<file path="config.mk">
export PLATFORM = sky130hd
export DESIGN_NAME = npv_cmp
export DESIGN_NICKNAME = d
export VERILOG_FILES = /design/src/rtl/core/npv_pkg.sv /design/src/rtl/core/npv_cmp.sv
export SDC_FILE = /design/constraint.sdc
export NUM_CORES = 1
export LEC_CHECK = 0
export ABC_AREA = 0
export BUFFER_PORTS_ARGS = -buffer_cell sky130_fd_sc_hd__buf_2
export CELL_PAD_IN_SITES_DETAIL_PLACEMENT = 1
export CELL_PAD_IN_SITES_GLOBAL_PLACEMENT = 1
export CORE_MARGIN = 1.5
export CORE_UTILIZATION = 39
export DETAILED_ROUTE_END_ITERATION = 6
export PLACE_DENSITY = 0.95
export SYNTH_ARGS = -nofsm -noshare
export SYNTH_HDL_FRONTEND = slang
export SYNTH_SLANG_ARGS = --single-unit
</file>
<file path="constraint.sdc">
create_clock -name vclk -period 16.1
set_input_delay 3.22 -clock vclk [all_inputs]
set_output_delay 3.22 -clock vclk [all_outputs]
set_load 0.03 [all_outputs]
</file>
<file path="src/rtl/core/npv_pkg.sv">
// ----------------------------------------------------------------------------
// npv_pkg: shared definitions for the nearest previous value core
// Data width, default history depth and the running-best record type.
// ----------------------------------------------------------------------------
package npv_pkg;

  localparam int NPV_DATA_W = 32;
  localparam int NPV_DEPTH  = 256;
  localparam int NPV_DIST_W = NPV_DATA_W + 1;

  typedef struct packed {
    logic                         have;
    logic signed [NPV_DATA_W-1:0] value;
    logic [NPV_DIST_W-1:0]        distance;
  } best_t;

endpackage

</file>
<file path="src/rtl/core/npv_cmp.sv">
// ----------------------------------------------------------------------------
// npv_cmp: distance and compare unit
// Measures one held value against the sample and updates the running best.
// ----------------------------------------------------------------------------
module npv_cmp
  import npv_pkg::*;
(
  input  logic signed [NPV_DATA_W-1:0] s,
  input  logic signed [NPV_DATA_W-1:0] v,
  input  best_t                        cur,
  output best_t                        nxt
);

  logic signed [NPV_DIST_W-1:0] diff;
  logic [NPV_DIST_W-1:0]        distance;
  logic                         better;

  always_comb begin
    diff     = {v[NPV_DATA_W-1], v} - {s[NPV_DATA_W-1], s};
    distance = diff[NPV_DIST_W-1] ? NPV_DIST_W'(-diff) : NPV_DIST_W'(diff);
    better   = !cur.have || (distance < cur.distance) ||
               ((distance == cur.distance) && (v > cur.value));
    if (better) begin
      nxt.have     = 1'b1;
      nxt.value    = v;
      nxt.distance = distance;
    end else begin
      nxt = cur;
    end
  end

endmodule

</file>
Word-level counts from Yosys, hierarchy flattened:

Index checks and enable logic that the tools add are counted.

* word-level logic and storage cells: 11
* register bits: 0
* output and inout bits: 66

* add/subtract/negate cells: 2
* muxes and demuxes: 2
* order comparisons: 2
* reductions and logical operators: 4
* equal/unequal tests: 1

Operators with widths (count)
* 2-to-1 mux 66 bit: 1
* == test 33 bit: 1
* less-than comparator 33 bit: 1
* 2-to-1 mux 33 bit: 1
* negator 33 bit: 1
* subtractor 32 x 32 -> 33 bit: 1
* > comparator 32 bit: 1
* logical OR 1 bit: 2
* logical AND 1 bit: 1
* logical NOT 1 bit: 1

Depth between registers and ports, before layout:

* word-level depth: 7
* depth in mapped cells: 26
* depth with buffers taken out: 23

Least setup slack after synthesis:

OpenSTA, ideal clock, no wires.

* kind: in2out
* start: input s[2]
* end: output nxt[0] (netlist name)
* path slack: 3.661 ns
* required time: 12.880 ns
* arrival time: 9.219 ns
* stages on the path: 23
* buffers on the path: 2
* cells stage by stage: inv_1 > ha_1 > nor2b_1 > o31a_1 > o21ba_2 > o211a_4 > or3_1 > a2111o_1 > or4_4 > nor4b_4 > a31oi_1 > xnor2_1 > ha_1 > nand4_1 > nor2_1 > nand3_1 > or3_1 > nor2_1 > o41ai_1 > o31ai_1 > clkbuf_1 > clkbuf_1 > mux2i_1

RTL lines
* from (decl): line npv_cmp.sv:8 `input logic signed [NPV_DATA_W-1:0] s,`
* to (decl): line npv_cmp.sv:11 `output best_t nxt`

==> run metrics <==
# Post-CTS Setup Buffers 0; f_max 0.0771 GHz; DRC Markers 0; Hold-fix buffers, CTS 0; HP Class in -> out; remaining antenna violation count 0; RSZ-0062 raised after global routing false; synth top area cells ha_1 24%, mux2_2 13%, inv_1 7.4%; FFs & Latches 0; Routed WL 17.5 mm; initial core utilization 40.5%; syn_nets 959; Final Setup Violations 0; synthesized cell area a little over 5000 sq um; total power draw approximately 440 uW; leading area contributor after synthesis ha_1; met2 usage 45.0%; fin crit share 80.6%; CP startpoint kind input pin; HPWL Detailed approximately 16 mm; post-synth top area share 23.6%; post-cts sizing count 0; RD Place Congestion 0.946; final slew viol count 0; num rows just over 40; leakage 0.00339 uW; die area 14000 sq um; GRT Util Overall 24.2%; first-pass GRT wire length 29.2 mm; worst-margin pin slew 836 ps; vias in the first global route 6215; die width 118 um; DRT Pass-1 Iters 4; fin crit period about 13000 ps; setup slack after placement 3140 ps; register area 0 sq um; # IOs 196; CP required 12880 ps; Cells after Synth 730; Die Ht 118 um; routed vias 6022; Pwr per Cell Area 69.8 nW/um^2; layout overhead on the synthesized area 21.6%; layout cells sized above 1 30.6%; gr ovfl total 0; Netlist cell types 64; crit end category output port; GR Util met3 2.56%; final setup TNS 0 ps; final hold vios 0; n_diodes 0; port bufs 195; nets approximately 1100; Layout Cells excl Fill 1074; max_slew headroom 44.3%; Top Usage Layer GRT met2; DP Cell Count 1074; sequential fraction of the synthesis area 0%; maximum VDD drop roughly 21 uV; met1 Usage GRT 30.0%; status finished, final reports clean; initial antenna violation count 0; pin count of the biggest net entering global routing 66; crit path DAT 9750 ps; Setup CP Type in -> out; Synth warnings 0; initial DRC count about 240; wire per inst 16.3 um; Avg Cell Area, Syn 7.11 sq um; max cap viols 0; core area 12800 sq um; clock buffers 0; Final WS setup 3130 ps; crit-path max FO 65; Multi-input gate area 4720 sq um; filler instances 1791; vias per inst approximately 5.6
per-stage QoR:
step | instance area [sq um] | hold WS [ps] | utilization [%]
3_5_place_dp | 6310 | 6820 | 49.2
4_1_cts | 6310 | 6820 | 49.2
2_1_floorplan | 5190 | 6670 | -
3_3_place_gp | 6310 | 6810 | 49.2
6_report | 6310 | 6820 | 49.2
5_1_grt | 6310 | 6840 | 49.2
critical path, stage by stage:
cell and delay (ps):
buf_2 80, inv_1 40, ha_1 380, a21o_1 210, a21oi_1 460, a21oi_1 230, nor3_1 290, o22ai_1 160
a2111o_1 430, nor4_2 540, and4bb_2 370, a41oi_1 140, xor2_1 200, ha_1 320, nand4_1 130, nor2_1 160
nand3_1 110, or3_1 430, nor2_1 150, o41ai_1 140, o31ai_4 220, buf_4 680, mux2_2 430, buf_2 180
routing by layer:
metal,vias up,routed length [um]
li1,2959,-
met1,2869,7660
met2,166,8640
met4,0,363
met5,-,0
met3,28,851
power breakdown:
part	switching, uW	internal [uW]	leakage (uW)
Clock	0	0	0
Combinational	271	170	0.00339
Sequential	0	0	0
synthesized netlist by cell type, types with 2 or more instances:
cell,n
a211oi_1,6
a31oi_1,8
nor3_1,13
nor4b_4,2
clkbuf_1,24
and3_1,5
or3_1,5
nand2_1,42
nand4_1,19
xnor2_1,34
and4_1,3
a211o_1,3
or2_2,5
ha_1,98
and3b_1,3
mux2_2,62
o22ai_1,2
nand3_1,15
mux2i_1,5
o211ai_1,4
nor4b_1,2
o31ai_1,4
nor2_1,42
o31a_1,6
nand2b_1,5
nor2b_1,11
o211a_1,2
xor2_1,18
o21ai_0,46
inv_1,103
nor3b_1,3
o2111ai_1,3
a21oi_1,59
a21o_1,21
o21bai_1,5
or4_1,2
o21ai_1,3
a41oi_1,2
o21a_1,9
a31o_2,2
placed cells by master (no fill, tap or decap), drive strengths merged, types with 6 or more instances in the layout:
cell type and count:
nand2 42, a31oi 8, o31a 6, o21ai 49, mux2 63, xnor2 34
xor2 18, a21oi 59, inv 103, nand3 16, o21a 9, nor2 42
ha 98, nor2b 11, nand4 19, a21o 21, buf 197, or2 6
a211oi 6, nor3 13
logic make-up (layout without fill, tap and decap cells):
family                   count (synthesis)  count (layout)  share of synthesized area, %
multiplexers                            68              68                          14.6
AND/OR/NAND/NOR                        186             186                          19.3
adder cells (fa/ha/maj)                 99              99                          24.0
buffers and inverters                  128             300                          9.33
XOR/XNOR                                52              52                          8.77
AO/OA/AOI/OAI                          196             196                          23.9
other                                    1               1                        0.0722
path summary, 6_finish.rpt:
check / from / to / cells past startpoint / slack, ps
setup / recovery: s[3] / nxt[16] / 24 / 3130
hold / removal: cur[0] / nxt[0] / 4 / 6820
area by class of cell:
type | instances | share of cell area [%]
multi-input combinational | 602 | 74.8
inverter | 103 | 6.12
timing repair buffer | 197 | 15.7
tap | 172 | 3.41
Note: power is estimated with default switching activity, not from simulation.
